`config.mk`:
```
export PLATFORM = sky130hd
export DESIGN_NAME = scaled_bitmap_text_layout_top
export DESIGN_NICKNAME = d
export VERILOG_FILES = /design/src/sv/sbtl_pkg.sv /design/src/sv/sbtl_div.sv /design/src/sv/sbtl_ctrl.sv /design/src/sv/sbtl_dp.sv /design/src/sv/scaled_bitmap_text_layout_top.sv
export SDC_FILE = /design/constraint.sdc
export NUM_CORES = 1
export LEC_CHECK = 0
export BUFFER_PORTS_ARGS = -buffer_cell sky130_fd_sc_hd__buf_4
export CAP_MARGIN = 25
export CORE_MARGIN = 5
export CORE_UTILIZATION = 60
export CTS_CLUSTER_DIAMETER = 60
export DETAILED_ROUTE_END_ITERATION = 10
export PLACE_DENSITY = 0.86
export RECOVER_POWER = 25
export SYNTH_ARGS = -nofsm -noshare
export SYNTH_HDL_FRONTEND = slang
export SYNTH_SLANG_ARGS = --single-unit
```
`constraint.sdc`:
```
create_clock -name i_clk -period 8.8 [get_ports i_clk]
set_input_delay 0.88 -clock i_clk [delete_from_list [all_inputs] [get_ports i_clk]]
set_output_delay 0.88 -clock i_clk [all_outputs]
set_load 0.02 [all_outputs]
```
`src/sv/sbtl_pkg.sv`:
```
// Types and constants for the scaled bitmap text layout block
`timescale 1ns / 1ps

package sbtl_pkg;

    localparam logic [7:0] GLYPH_FIRST = 8'd32;
    localparam logic [7:0] GLYPH_LAST  = 8'd126;
    localparam logic [7:0] CHAR_SUB    = 8'd63;
    localparam logic [7:0] CHAR_SPACE  = 8'd32;

    localparam int CELL_W   = 12;
    localparam int CELL_H   = 17;
    localparam int CELL_OFS = 2;
    localparam int DRAW_W   = 8;
    localparam int DRAW_H   = 13;

    localparam int CFG_IDX_W = 3;
    localparam logic [CFG_IDX_W-1:0] CFG_DRAWABLE_W = 3'd0;
    localparam logic [CFG_IDX_W-1:0] CFG_DRAWABLE_H = 3'd1;
    localparam logic [CFG_IDX_W-1:0] CFG_REF_W      = 3'd2;
    localparam logic [CFG_IDX_W-1:0] CFG_REF_H      = 3'd3;
    localparam logic [CFG_IDX_W-1:0] CFG_ORIGIN_X   = 3'd4;
    localparam logic [CFG_IDX_W-1:0] CFG_ORIGIN_Y   = 3'd5;

    localparam logic [13:0] RST_DRAWABLE_W = 14'd640;
    localparam logic [13:0] RST_DRAWABLE_H = 14'd480;
    localparam logic [15:0] RST_REF_W      = 16'd320;
    localparam logic [15:0] RST_REF_H      = 16'd200;

    typedef enum logic [1:0] {
        ST_IDLE,
        ST_LOAD,
        ST_WAIT,
        ST_EMIT
    } t_state;

    // setup steps, issued in this order; only OP_SW and OP_SH run on the divider
    typedef enum logic [2:0] {
        OP_SW,
        OP_SH,
        OP_RW,
        OP_RH,
        OP_OX,
        OP_OY,
        OP_GW,
        OP_GH
    } t_op;

    typedef struct packed {
        logic take;
        logic div_start;
        logic div_capture;
        logic emit;
        t_op  op;
    } t_dp_cmd;

    typedef struct packed {
        logic at_start;
        logic div_done;
        logic out_blocked;
    } t_dp_status;

endpackage

```
`src/sv/sbtl_div.sv`:
```
// Restoring divider, one quotient bit per cycle
`timescale 1ns / 1ps

module sbtl_div #(
    parameter int NUM_W = 29
) (
    input  logic             i_clk,
    input  logic             i_rst_n,
    input  logic             i_start,
    input  logic [NUM_W-1:0] i_num,
    input  logic [15:0]      i_den,
    output logic             o_done,
    output logic [NUM_W-1:0] o_quot
);

    localparam int CW = $clog2(NUM_W);

    logic             r_busy;
    logic             r_done;
    logic [CW-1:0]    r_cnt;
    logic [15:0]      r_rem;
    logic [15:0]      r_den;
    logic [NUM_W-1:0] r_quot;

    logic [16:0]      rem_sh;
    logic [16:0]      diff;
    logic             ge;
    logic [15:0]      n_rem;
    logic [NUM_W-1:0] n_quot;

    always_comb begin
        rem_sh = {r_rem, r_quot[NUM_W-1]};
        diff   = rem_sh - {1'b0, r_den};
        ge     = rem_sh >= {1'b0, r_den};
        n_rem  = ge ? diff[15:0] : rem_sh[15:0];
        n_quot = {r_quot[NUM_W-2:0], ge};
    end

    always_ff @(posedge i_clk) begin
        if (!i_rst_n) begin
            r_busy <= 1'b0;
            r_done <= 1'b0;
            r_cnt  <= '0;
        end else begin
            r_done <= 1'b0;
            if (i_start) begin
                r_busy <= 1'b1;
                r_cnt  <= '0;
            end else if (r_busy) begin
                r_cnt <= r_cnt + CW'(1);
                if (r_cnt == CW'(NUM_W - 1)) begin
                    r_busy <= 1'b0;
                    r_done <= 1'b1;
                end
            end
        end
    end

    always_ff @(posedge i_clk) begin
        if (i_start) begin
            r_rem  <= '0;
            r_den  <= i_den;
            r_quot <= i_num;
        end else if (r_busy) begin
            r_rem  <= n_rem;
            r_quot <= n_quot;
        end
    end

    assign o_done = r_done;
    assign o_quot = r_quot;

endmodule

```
`src/sv/sbtl_ctrl.sv`:
```
// Controller: item handshake and sequencing of the string setup steps
`timescale 1ns / 1ps

module sbtl_ctrl
    import sbtl_pkg::*;
(
    input  logic       i_clk,
    input  logic       i_rst_n,
    input  logic       i_valid,
    output logic       o_stall,
    input  t_dp_status i_status,
    output t_dp_cmd    o_cmd
);

    t_state r_state, n_state;
    t_op    r_op, n_op;

    always_ff @(posedge i_clk) begin
        if (!i_rst_n) begin
            r_state <= ST_IDLE;
            r_op    <= OP_SW;
        end else begin
            r_state <= n_state;
            r_op    <= n_op;
        end
    end

    always_comb begin
        n_state           = r_state;
        n_op              = r_op;
        o_cmd.take        = 1'b0;
        o_cmd.div_start   = 1'b0;
        o_cmd.div_capture = 1'b0;
        o_cmd.emit        = 1'b0;
        o_cmd.op          = r_op;
        case (r_state)
            ST_IDLE: begin
                if (i_valid) begin
                    o_cmd.take = 1'b1;
                    n_op       = OP_SW;
                    n_state    = i_status.at_start ? ST_LOAD : ST_EMIT;
                end
            end
            ST_LOAD: begin
                o_cmd.div_start = 1'b1;
                n_state         = ST_WAIT;
            end
            ST_WAIT: begin
                if (i_status.div_done) begin
                    o_cmd.div_capture = 1'b1;
                    if (r_op == OP_GH) begin
                        n_state = ST_EMIT;
                    end else begin
                        n_op    = t_op'(r_op + 3'd1);
                        n_state = ST_LOAD;
                    end
                end
            end
            ST_EMIT: begin
                if (!i_status.out_blocked) begin
                    o_cmd.emit = 1'b1;
                    n_state    = ST_IDLE;
                end
            end
            default: begin
                n_state = ST_IDLE;
            end
        endcase
    end

    assign o_stall = (r_state != ST_IDLE);

endmodule

```
`src/sv/sbtl_dp.sv`:
```
// Datapath: config registers, scale setup, pen state and result register
`timescale 1ns / 1ps

module sbtl_dp
    import sbtl_pkg::*;
#(
    parameter int SCALE_ONE = 256
) (
    input  logic                 i_clk,
    input  logic                 i_rst_n,
    input  logic                 i_cfg_we,
    input  logic [CFG_IDX_W-1:0] i_cfg_index,
    input  logic [15:0]          i_cfg_data,
    input  logic [7:0]           i_char_code,
    input  logic                 i_end_of_text,
    input  logic                 i_stall,
    input  t_dp_cmd              i_cmd,
    output t_dp_status           o_status,
    output logic                 o_valid,
    output logic                 o_glyph_present,
    output logic                 o_pen_overflow,
    output logic [6:0]           o_atlas_glyph,
    output logic signed [31:0]   o_screen_x,
    output logic signed [31:0]   o_screen_y,
    output logic [5:0]           o_dest_width,
    output logic [5:0]           o_dest_height,
    output logic [7:0]           o_atlas_x,
    output logic [6:0]           o_atlas_y
);

    localparam int SW       = $clog2(4 * SCALE_ONE + 1);
    localparam int N_W      = SW + 18;
    localparam int SCALE_SH = $clog2(SCALE_ONE);

    // configuration
    logic [13:0]        r_dw, r_dh;
    logic [15:0]        r_rw, r_rh;
    logic signed [15:0] r_ox, r_oy;

    // item
    logic [7:0] r_char;
    logic       r_last;

    // layout state
    logic [N_W-1:0]     r_sw;
    logic [SW-1:0]      r_scale;
    logic signed [31:0] r_srw, r_srh;
    logic signed [31:0] r_pen_x, r_pen_y;
    logic [5:0]         r_draw_w;   // also the pen advance: both are scaled(8)
    logic [5:0]         r_draw_h;
    logic signed [31:0] r_qs;
    logic               r_qdone;
    logic               r_at_start;
    logic               r_halted;

    // result
    logic               r_out_valid;
    logic               r_o_present, r_o_ovf;
    logic [6:0]         r_o_glyph;
    logic signed [31:0] r_o_x, r_o_y;
    logic [5:0]         r_o_w, r_o_h;
    logic [7:0]         r_o_ax;
    logic [6:0]         r_o_ay;

    // divider
    logic           div_go;
    logic [N_W-1:0] div_num;
    logic [15:0]    div_den;
    logic           div_done;
    logic [N_W-1:0] div_quot;

    logic [15:0]           rw_eff, rh_eff;
    logic signed [16:0]    opnd;
    logic signed [N_W-1:0] prod, sum, sum_adj;
    logic signed [31:0]    qs;

    logic [N_W-1:0]     smin;
    logic [SW-1:0]      scale_new;
    logic signed [31:0] dsub, d_adj, half, pen_start;
    logic [5:0]         gsz;

    logic [7:0]  c_eff;
    logic        is_glyph;
    logic [6:0]  g;
    logic [32:0] pen_sum;
    logic        ovf;

    assign div_go = i_cmd.div_start && (i_cmd.op == OP_SW || i_cmd.op == OP_SH);

    sbtl_div #(
        .NUM_W (N_W)
    ) u_div (
        .i_clk   (i_clk),
        .i_rst_n (i_rst_n),
        .i_start (div_go),
        .i_num   (div_num),
        .i_den   (div_den),
        .o_done  (div_done),
        .o_quot  (div_quot)
    );

    always_ff @(posedge i_clk) begin
        if (!i_rst_n) begin
            r_dw <= RST_DRAWABLE_W;
            r_dh <= RST_DRAWABLE_H;
            r_rw <= RST_REF_W;
            r_rh <= RST_REF_H;
            r_ox <= '0;
            r_oy <= '0;
        end else if (i_cfg_we) begin
            case (i_cfg_index)
                CFG_DRAWABLE_W: r_dw <= i_cfg_data[13:0];
                CFG_DRAWABLE_H: r_dh <= i_cfg_data[13:0];
                CFG_REF_W:      r_rw <= i_cfg_data;
                CFG_REF_H:      r_rh <= i_cfg_data;
                CFG_ORIGIN_X:   r_ox <= signed'(i_cfg_data);
                CFG_ORIGIN_Y:   r_oy <= signed'(i_cfg_data);
                default: begin
                end
            endcase
        end
    end

    // scale ratios go to the divider; scaled values add half a unit, then truncate toward zero
    always_comb begin
        rw_eff = (r_rw == 16'd0) ? 16'd1 : r_rw;
        rh_eff = (r_rh == 16'd0) ? 16'd1 : r_rh;
        case (i_cmd.op)
            OP_RW:   opnd = signed'({1'b0, rw_eff});
            OP_RH:   opnd = signed'({1'b0, rh_eff});
            OP_OX:   opnd = 17'(r_ox);
            OP_OY:   opnd = 17'(r_oy);
            OP_GW:   opnd = 17'(DRAW_W);
            OP_GH:   opnd = 17'(DRAW_H);
            default: opnd = '0;
        endcase
        prod    = N_W'(opnd) * N_W'(signed'({1'b0, r_scale}));
        sum     = prod + N_W'(SCALE_ONE / 2);
        sum_adj = sum + (sum[N_W-1] ? N_W'(SCALE_ONE - 1) : N_W'(0));
        qs      = 32'(sum_adj >>> SCALE_SH);
        case (i_cmd.op)
            OP_SW: begin
                div_num = N_W'(r_dw) * N_W'(SCALE_ONE);
                div_den = rw_eff;
            end
            OP_SH: begin
                div_num = N_W'(r_dh) * N_W'(SCALE_ONE);
                div_den = rh_eff;
            end
            default: begin
                div_num = '0;
                div_den = 16'd1;
            end
        endcase
    end

    // capture side of the setup steps
    always_comb begin
        smin = (r_sw < div_quot) ? r_sw : div_quot;
        if (smin >= N_W'(4 * SCALE_ONE)) begin
            scale_new = SW'(4 * SCALE_ONE);
        end else if (smin >= N_W'(3 * SCALE_ONE)) begin
            scale_new = SW'(3 * SCALE_ONE);
        end else if (smin >= N_W'(2 * SCALE_ONE)) begin
            scale_new = SW'(2 * SCALE_ONE);
        end else if (smin > N_W'(SCALE_ONE)) begin
            scale_new = SW'(SCALE_ONE);
        end else if (smin == '0) begin
            scale_new = SW'(1);
        end else begin
            scale_new = SW'(smin);
        end
        if (i_cmd.op == OP_OX) begin
            dsub = signed'(32'(r_dw)) - r_srw;
        end else begin
            dsub = signed'(32'(r_dh)) - r_srh;
        end
        d_adj     = dsub + 32'(dsub[31]);
        half      = d_adj >>> 1;
        pen_start = half + r_qs;
        gsz       = (r_qs == '0) ? 6'd1 : r_qs[5:0];
    end

    // per-byte work
    always_comb begin
        c_eff    = (r_char inside {[GLYPH_FIRST:GLYPH_LAST]}) ? r_char : CHAR_SUB;
        is_glyph = (c_eff != CHAR_SPACE);
        g        = 7'(c_eff - GLYPH_FIRST);
        pen_sum  = {r_pen_x[31], r_pen_x} + 33'(r_draw_w);
        ovf      = !pen_sum[32] && pen_sum[31];
    end

    always_ff @(posedge i_clk) begin
        if (i_cmd.take) begin
            r_char <= i_char_code;
            r_last <= i_end_of_text;
        end
        if (i_cmd.div_start) begin
            r_qs <= qs;
        end
        if (i_cmd.div_capture) begin
            case (i_cmd.op)
                OP_SW:   r_sw     <= div_quot;
                OP_SH:   r_scale  <= scale_new;
                OP_RW:   r_srw    <= r_qs;
                OP_RH:   r_srh    <= r_qs;
                OP_OX:   r_pen_x  <= pen_start;
                OP_OY:   r_pen_y  <= pen_start;
                OP_GW:   r_draw_w <= gsz;
                OP_GH:   r_draw_h <= gsz;
                default: begin
                end
            endcase
        end
        if (i_cmd.emit && !r_halted) begin
            if (!ovf) begin
                r_pen_x <= pen_sum[31:0];
            end
            r_o_present <= is_glyph;
            r_o_ovf     <= ovf;
            if (is_glyph) begin
                r_o_glyph <= g;
                r_o_x     <= r_pen_x;
                r_o_y     <= r_pen_y;
                r_o_w     <= r_draw_w;
                r_o_h     <= r_draw_h;
                r_o_ax    <= 8'(g[3:0] * CELL_W + CELL_OFS);
                r_o_ay    <= 7'(g[6:4] * CELL_H + CELL_OFS);
            end else begin
                r_o_glyph <= '0;
                r_o_x     <= '0;
                r_o_y     <= '0;
                r_o_w     <= '0;
                r_o_h     <= '0;
                r_o_ax    <= '0;
                r_o_ay    <= '0;
            end
        end
    end

    always_ff @(posedge i_clk) begin
        if (!i_rst_n) begin
            r_at_start  <= 1'b1;
            r_halted    <= 1'b0;
            r_out_valid <= 1'b0;
            r_qdone     <= 1'b0;
        end else begin
            r_qdone <= i_cmd.div_start && !div_go;
            if (r_out_valid && !i_stall) begin
                r_out_valid <= 1'b0;
            end
            if (i_cmd.div_capture && i_cmd.op == OP_GH) begin
                r_at_start <= 1'b0;
            end
            if (i_cmd.emit) begin
                if (!r_halted && (ovf || is_glyph)) begin
                    r_out_valid <= 1'b1;
                end
                if (!r_halted && ovf) begin
                    r_halted <= 1'b1;
                end
                if (r_last) begin
                    r_at_start <= 1'b1;
                    r_halted   <= 1'b0;
                end
            end
        end
    end

    assign o_status.at_start    = r_at_start;
    assign o_status.div_done    = div_done || r_qdone;
    assign o_status.out_blocked = r_out_valid && i_stall;

    assign o_valid         = r_out_valid;
    assign o_glyph_present = r_o_present;
    assign o_pen_overflow  = r_o_ovf;
    assign o_atlas_glyph   = r_o_glyph;
    assign o_screen_x      = r_o_x;
    assign o_screen_y      = r_o_y;
    assign o_dest_width    = r_o_w;
    assign o_dest_height   = r_o_h;
    assign o_atlas_x       = r_o_ax;
    assign o_atlas_y       = r_o_ay;

endmodule

```
`src/sv/scaled_bitmap_text_layout_top.sv`:
```
// Top level of the scaled bitmap text layout block
`timescale 1ns / 1ps

// Takes one text byte per item and returns at most one glyph placement item
// (atlas cell, screen position, scaled size). The first byte of each string
// reads the config registers and works out the layout: the two scale ratios
// run on a restoring divider, one quotient bit per cycle, with an N-bit
// numerator, N = clog2(4 * SCALE_ONE + 1) + 18 (N = 29 at SCALE_ONE = 256,
// which must be a power of two), and then the six scaled values are formed
// in turn. Every other byte is accepted, then its result is formed. A finished
// result sits in an output register, so the next byte is taken while it waits;
// beyond that work the block stalls only while a new result is ready and that
// register is still held by the downstream side. Config writes made between
// strings take effect at the next string.

module scaled_bitmap_text_layout_top
    import sbtl_pkg::*;
#(
    parameter int SCALE_ONE = 256
) (
    input  logic                 i_clk,
    input  logic                 i_rst_n,
    input  logic                 i_cfg_we,
    input  logic [CFG_IDX_W-1:0] i_cfg_index,
    input  logic [15:0]          i_cfg_data,
    input  logic                 i_valid,
    output logic                 o_stall,
    input  logic [7:0]           i_char_code,
    input  logic                 i_end_of_text,
    output logic                 o_valid,
    input  logic                 i_stall,
    output logic                 o_glyph_present,
    output logic                 o_pen_overflow,
    output logic [6:0]           o_atlas_glyph,
    output logic signed [31:0]   o_screen_x,
    output logic signed [31:0]   o_screen_y,
    output logic [5:0]           o_dest_width,
    output logic [5:0]           o_dest_height,
    output logic [7:0]           o_atlas_x,
    output logic [6:0]           o_atlas_y
);

    t_dp_cmd    cmd;
    t_dp_status status;

    sbtl_ctrl u_ctrl (
        .i_clk    (i_clk),
        .i_rst_n  (i_rst_n),
        .i_valid  (i_valid),
        .o_stall  (o_stall),
        .i_status (status),
        .o_cmd    (cmd)
    );

    sbtl_dp #(
        .SCALE_ONE (SCALE_ONE)
    ) u_dp (
        .i_clk           (i_clk),
        .i_rst_n         (i_rst_n),
        .i_cfg_we        (i_cfg_we),
        .i_cfg_index     (i_cfg_index),
        .i_cfg_data      (i_cfg_data),
        .i_char_code     (i_char_code),
        .i_end_of_text   (i_end_of_text),
        .i_stall         (i_stall),
        .i_cmd           (cmd),
        .o_status        (status),
        .o_valid         (o_valid),
        .o_glyph_present (o_glyph_present),
        .o_pen_overflow  (o_pen_overflow),
        .o_atlas_glyph   (o_atlas_glyph),
        .o_screen_x      (o_screen_x),
        .o_screen_y      (o_screen_y),
        .o_dest_width    (o_dest_width),
        .o_dest_height   (o_dest_height),
        .o_atlas_x       (o_atlas_x),
        .o_atlas_y       (o_atlas_y)
    );

endmodule

```
==> flow_results.org <==
** Run status
- Run status :: complete, but fails checks
- Failing checks :: capacitance limit, slew limit

** Floorplan
- For this configuration, the core starts out at a cell density of 60.50%.
- The die covers 56270 µm².
- Pin placement for this block handled approximately 140 I/O pins.
- The core region is ~50000 µm².
- In this run the horizontal extent of the chip is 237.2 µm.
- Height of the die :: ~240 µm
- The initialized floorplan defines 83 standard-cell rows.

** Clock tree
- In this run, post-CTS repair resized a total of 0 instances.
- In this run, post-CTS hold repair placed 0 buffers.
- The clock net in this run drives a total of 451 sinks.
- Clock root buffer :: sky130_fd_sc_hd__clkbuf_16
- After clock tree synthesis, the setup repair step added 0 buffers.
- TritonCTS built the clock tree.
- Clock-pin slew was measured on the worst setup and hold paths at 0.07 ns.
- The H-tree generated during clock tree synthesis spans 2 levels.
- Clk Latency, worst-skew pair :: 0.59 ns
- Clock tree synthesis inserted a total of 45 buffers.
- The clock passes through at most 3 buffers.

** Timing
- Share of the clock period used by the worst path after layout :: 90.28%
- Rel. slew slack :: -157.6%
- Derived from the worst setup path, the maximum achievable clock frequency is 125.9 MHz.
- TNS Setup :: 0 ns
- Setup repair after global routing left no endpoint under its margin.
- Layout Skew :: 0.03944 ns
- Number of endpoints failing setup at the final stage :: 0
- The final number of max-transition violations was 135.
- Tmin final :: 7.944 ns
- For the pin with the worst max-slew slack, the measured transition is 3.864 ns.
- The final number of hold-violating endpoints is 0.

** Power and ir drop
- In this run the static leakage power is roughly 14 nW.
- In this run the power spent charging and discharging nets is 1.535 mW.
- Switching share of total power :: 28.34%
- P per Cell Area :: ~160 nW/µm²
- VDD sags by at most about 0.16 mV.
- Of the total power, the clock network draws roughly 34%.
- Power share of the sequential group :: 47.0%
- Internal power comes to 3.880 mW.
- The share of total power dissipated in combinational logic is 18.6%.

** Setup path
- CP Launch Type :: flip-flop
- Max FO, Critical Path :: 11
- Data on the critical path is required at its endpoint by approximately 9 ns.
- For the worst setup path, the data arrival time is 8.24 ns.
- The startpoint identified for the worst register-to-register timing path is u_ctrl.r_op[0].
- STA classifies the critical path endpoint as a flip-flop.
- The worst register-to-register path has a depth of 26.
- The endpoint identified for the worst register-to-register timing path is u_dp.r_qs[17].
- The setup check on the worst reg-to-reg path leaves a slack of 0.86 ns.
- Crit Path Class :: reg -> reg

** Yosys
- The biggest area contributor in the post-synthesis netlist is sky130_fd_sc_hd__edfxtp_1.
- For this run, the number of Yosys warnings is 0.
- For this run, the register share of the synthesized area comes to 38.68%.
- Summing the areas of all compound-gate instances in the mapped netlist gives 13.86% of the synthesized area.
- For this run, the leading register cell type out of synthesis is sky130_fd_sc_hd__edfxtp_1.
- Portion of netlist area occupied by mux cells :: around 1.2%
- Simple-gate portion of the synthesized area :: between 15 and 20%
- Most numerous cell in the Yosys netlist :: sky130_fd_sc_hd__nand2_1
- Most frequent cells after synthesis :: sky130_fd_sc_hd__nand2_1, sky130_fd_sc_hd__inv_1, sky130_fd_sc_hd__edfxtp_1, sky130_fd_sc_hd__ha_1, sky130_fd_sc_hd__fa_1
- The synthesized design contains 451 register bits.
- Fraction of synthesized cell area in xor and xnor cells :: roughly 3.8%
- When the netlist entered floorplanning its net count stood at 3583.
- After synthesis, the mean cell area works out to 9.771 µm².
- The synthesized netlist contains 98 unique library cells.
- After synthesis, the share of flip-flops with an asynchronous set or reset is 0%.
- Cells after Synth :: 3170
- Post-synthesis instance area :: 30970 µm²
- Area share of the leading cell type in the synthesized netlist :: approximately 29%
- In the post-synthesis netlist, the biggest area contributors are sky130_fd_sc_hd__edfxtp_1, sky130_fd_sc_hd__fa_1, sky130_fd_sc_hd__dfxtp_1, sky130_fd_sc_hd__ha_1, sky130_fd_sc_hd__nand2_1.
- Number of flops mapped to enable cells by yosys :: 295
- Summing the areas of all fa, ha and maj instances in the mapped netlist gives 19.64% of the synthesized area.
- Main combinational cell family by area after synthesis :: adder cells

** Run
- Across the run, the number of max-cap violations was 2.

** Cells and area
- Antenna diode count :: 0
- Share of final-layout standard cells stronger than drive strength 1 :: 8.656%
- The final layout contains 3658 nets.
- The finished cells cover 33930 µm².
- From synthesis to final layout, the design area changed by 9.541%.
- Final design utilization :: 66.27%

** Min path
- Worst hold path class :: reg -> reg
- Counting instances, the worst hold path has a depth of 0.
- The startpoint identified for the worst hold timing path is u_dp.u_div.o_quot[16].
- The path with the worst hold slack has its endpoint at u_dp.r_sw[16].

** GRT
- GRT overflow :: 0
- The initial antenna violation count came to 1.
- Largest net degree at the start of global routing :: 104
- Number of global-route vias before repair :: 23073
- The first global-routing pass estimated 122200 µm of wire.
- Global routing used a little over a quarter of the available tracks across all layers.

** Detailed routing
- For this run, design rule violations remaining after detail routing come to 0.
- Post-detailed-route count of antenna-violating nets :: 0
- The detailed router placed ~24000 vias in this run.
- Dividing the detail-routed via count by the number of cells gives 6.027.
- After detailed routing, the total wire length is 76510 µm.
- Initial drt markers :: 2283
- Drt wl/cell :: 19.32 µm
- Pre-Repair DR Iteration Count :: 6

** Placement
- Half-perimeter wire length after placement :: 56270 µm
- Placed instance area :: 32480 µm²
- Routability-driven placement finished with a final weighted congestion of 0.9421.
- Buffers placed on the I/O ports in this run total around 130.
## metrics by stage
step / instances / total power [mW] / worst slack [ns] / hold WS, ns
after detailed placement: 3875 / 3.554 / 0.9228 / 0.4354
after global placement: 3873 / 3.512 / 1.133 / 0.4292
final: 3961 / 5.415 / 0.8557 / 0.4456
after CTS: 3958 / 5.400 / 0.9098 / 0.4462
after global routing: 3961 / 5.633 / 0.4123 / 0.4785
after floorplan: 3170 / 3.296 / 1.205 / 0.4264
## cell type report
type                    count  area [µm²]
clock buffers              65        1262
flip-flops and latches    451       11980
multi-input cells        2227       17110
inverters                 360        1354
repair buffers            160        1209
fillers                  3777       17270
clock inverters            18       166.4
well taps                 680       850.8
## worst max-delay path, stage by stage (launching register included)
cell and delay (ns):
sky130_fd_sc_hd__dfxtp_1 0.39, sky130_fd_sc_hd__inv_1 0.10, sky130_fd_sc_hd__ha_1 0.25, sky130_fd_sc_hd__and2_1 0.28, sky130_fd_sc_hd__buf_4 0.23, sky130_fd_sc_hd__a22oi_1 0.18, sky130_fd_sc_hd__nand2_1 0.30, sky130_fd_sc_hd__and2_1 0.30
sky130_fd_sc_hd__fa_1 0.50, sky130_fd_sc_hd__inv_1 0.05, sky130_fd_sc_hd__fa_1 0.53, sky130_fd_sc_hd__inv_1 0.06, sky130_fd_sc_hd__fa_1 0.51, sky130_fd_sc_hd__inv_1 0.06, sky130_fd_sc_hd__fa_1 0.46, sky130_fd_sc_hd__fa_1 0.55
sky130_fd_sc_hd__inv_1 0.04, sky130_fd_sc_hd__ha_1 0.36, sky130_fd_sc_hd__a211oi_1 0.40, sky130_fd_sc_hd__o21a_1 0.25, sky130_fd_sc_hd__or3_1 0.13, sky130_fd_sc_hd__a21oi_1 0.10, sky130_fd_sc_hd__o31ai_1 0.49, sky130_fd_sc_hd__nand3_1 0.17
sky130_fd_sc_hd__nand4b_1 0.38, sky130_fd_sc_hd__nor4_1 0.46, sky130_fd_sc_hd__xor2_1 0.11
## power by group through the flow
stage	clock network, mW	registers, mW	logic, mW
floorplan	0	2.55	0.747
global placement	0	2.58	0.935
detailed placement	0	2.58	0.971
CTS	1.87	2.54	0.993
global route	1.96	2.56	1.11
finish	1.86	2.54	1.01
## kinds of logic (layout without fill, tap and decap cells)
logic type                 count (synthesis)  count (layout)
AOI/OAI and AO/OA                        616             616
other                                      1               1
buffers and inverters                    492             603
adders and majority gates                380             380
and+or+nand+nor                         1059            1059
xor gates and xnor gates                 136             136
DFF                                      451             451
muxes                                     35              35
## registers in the layout, summed over array words and instances, names as in the netlist, 11 cells and up
signal             count
u_dp.r_scale          11
u_dp.r_srh            21
u_dp.r_qs             21
u_dp.o_screen_y       32
u_dp.r_dh             14
u_dp.r_pen_x          32
u_dp.r_oy             16
u_dp.r_sw             29
u_dp.u_div.r_den      16
u_dp.r_rh             16
u_dp.r_rw             16
u_dp.u_div.o_quot     29
u_dp.u_div.r_rem      16
u_dp.r_srw            21
u_dp.o_screen_x       32
u_dp.r_dw             14
u_dp.r_pen_y          32
u_dp.r_ox             16
## cell usage in the layout, fill, tap and decap left out, types with 10 or more instances in the layout
cell type                   count
sky130_fd_sc_hd__o21ai_1       10
sky130_fd_sc_hd__nand4_1       30
sky130_fd_sc_hd__mux2i_1       29
sky130_fd_sc_hd__a21o_1        53
sky130_fd_sc_hd__a21boi_0      86
sky130_fd_sc_hd__nor4_1        34
sky130_fd_sc_hd__buf_4        146
sky130_fd_sc_hd__xor2_1        47
sky130_fd_sc_hd__o21ai_0       71
sky130_fd_sc_hd__xnor2_1       89
sky130_fd_sc_hd__nand3_1       58
sky130_fd_sc_hd__or3_1         12
sky130_fd_sc_hd__a21oi_1      134
sky130_fd_sc_hd__a31oi_1       20
sky130_fd_sc_hd__fa_1         177
sky130_fd_sc_hd__a211oi_1      18
sky130_fd_sc_hd__o21a_1        24
sky130_fd_sc_hd__a22o_1        16
sky130_fd_sc_hd__o22ai_1       23
sky130_fd_sc_hd__o21bai_1      11
sky130_fd_sc_hd__inv_1        358
sky130_fd_sc_hd__nand2_1      423
sky130_fd_sc_hd__edfxtp_1     295
sky130_fd_sc_hd__clkbuf_1      17
sky130_fd_sc_hd__nor2_1       171
sky130_fd_sc_hd__a22oi_1       42
sky130_fd_sc_hd__nand2b_1      21
sky130_fd_sc_hd__ha_1         203
sky130_fd_sc_hd__clkbuf_16     46
sky130_fd_sc_hd__and2_1       100
sky130_fd_sc_hd__o211ai_1      14
sky130_fd_sc_hd__dfxtp_1      156
sky130_fd_sc_hd__nor3_1        39
sky130_fd_sc_hd__nor2b_1       92
sky130_fd_sc_hd__and3_1        21
## layer usage
metal | track usage, % | wire length, µm | up-vias
li1 | - | - | 11043
met1 | 35.18 | 30140 | 11510
met2 | 45.11 | 37230 | 1111
met3 | 3.864 | 6416 | 206
met4 | 8.274 | 2711 | 2
met5 | 0 | 7 | -
## worst max path at each step
stage,startpoint,to,slack (ns),cells after the start
6_report,u_ctrl.r_op[0],u_dp.r_qs[17],0.86,26
5_1_grt,u_ctrl.r_op[2],u_dp.r_qs[20],0.41,23
4_1_cts,u_ctrl.r_op[2],u_dp.r_qs[19],0.91,23
3_5_place_dp,u_ctrl.r_op[2],u_dp.r_qs[19],0.92,23
3_3_place_gp,u_ctrl.r_op[2],u_dp.r_qs[20],1.13,23
2_1_floorplan,u_ctrl.r_op[0],u_dp.r_qs[20],1.20,30
No activity file was read; power rests on OpenSTA's default activity.
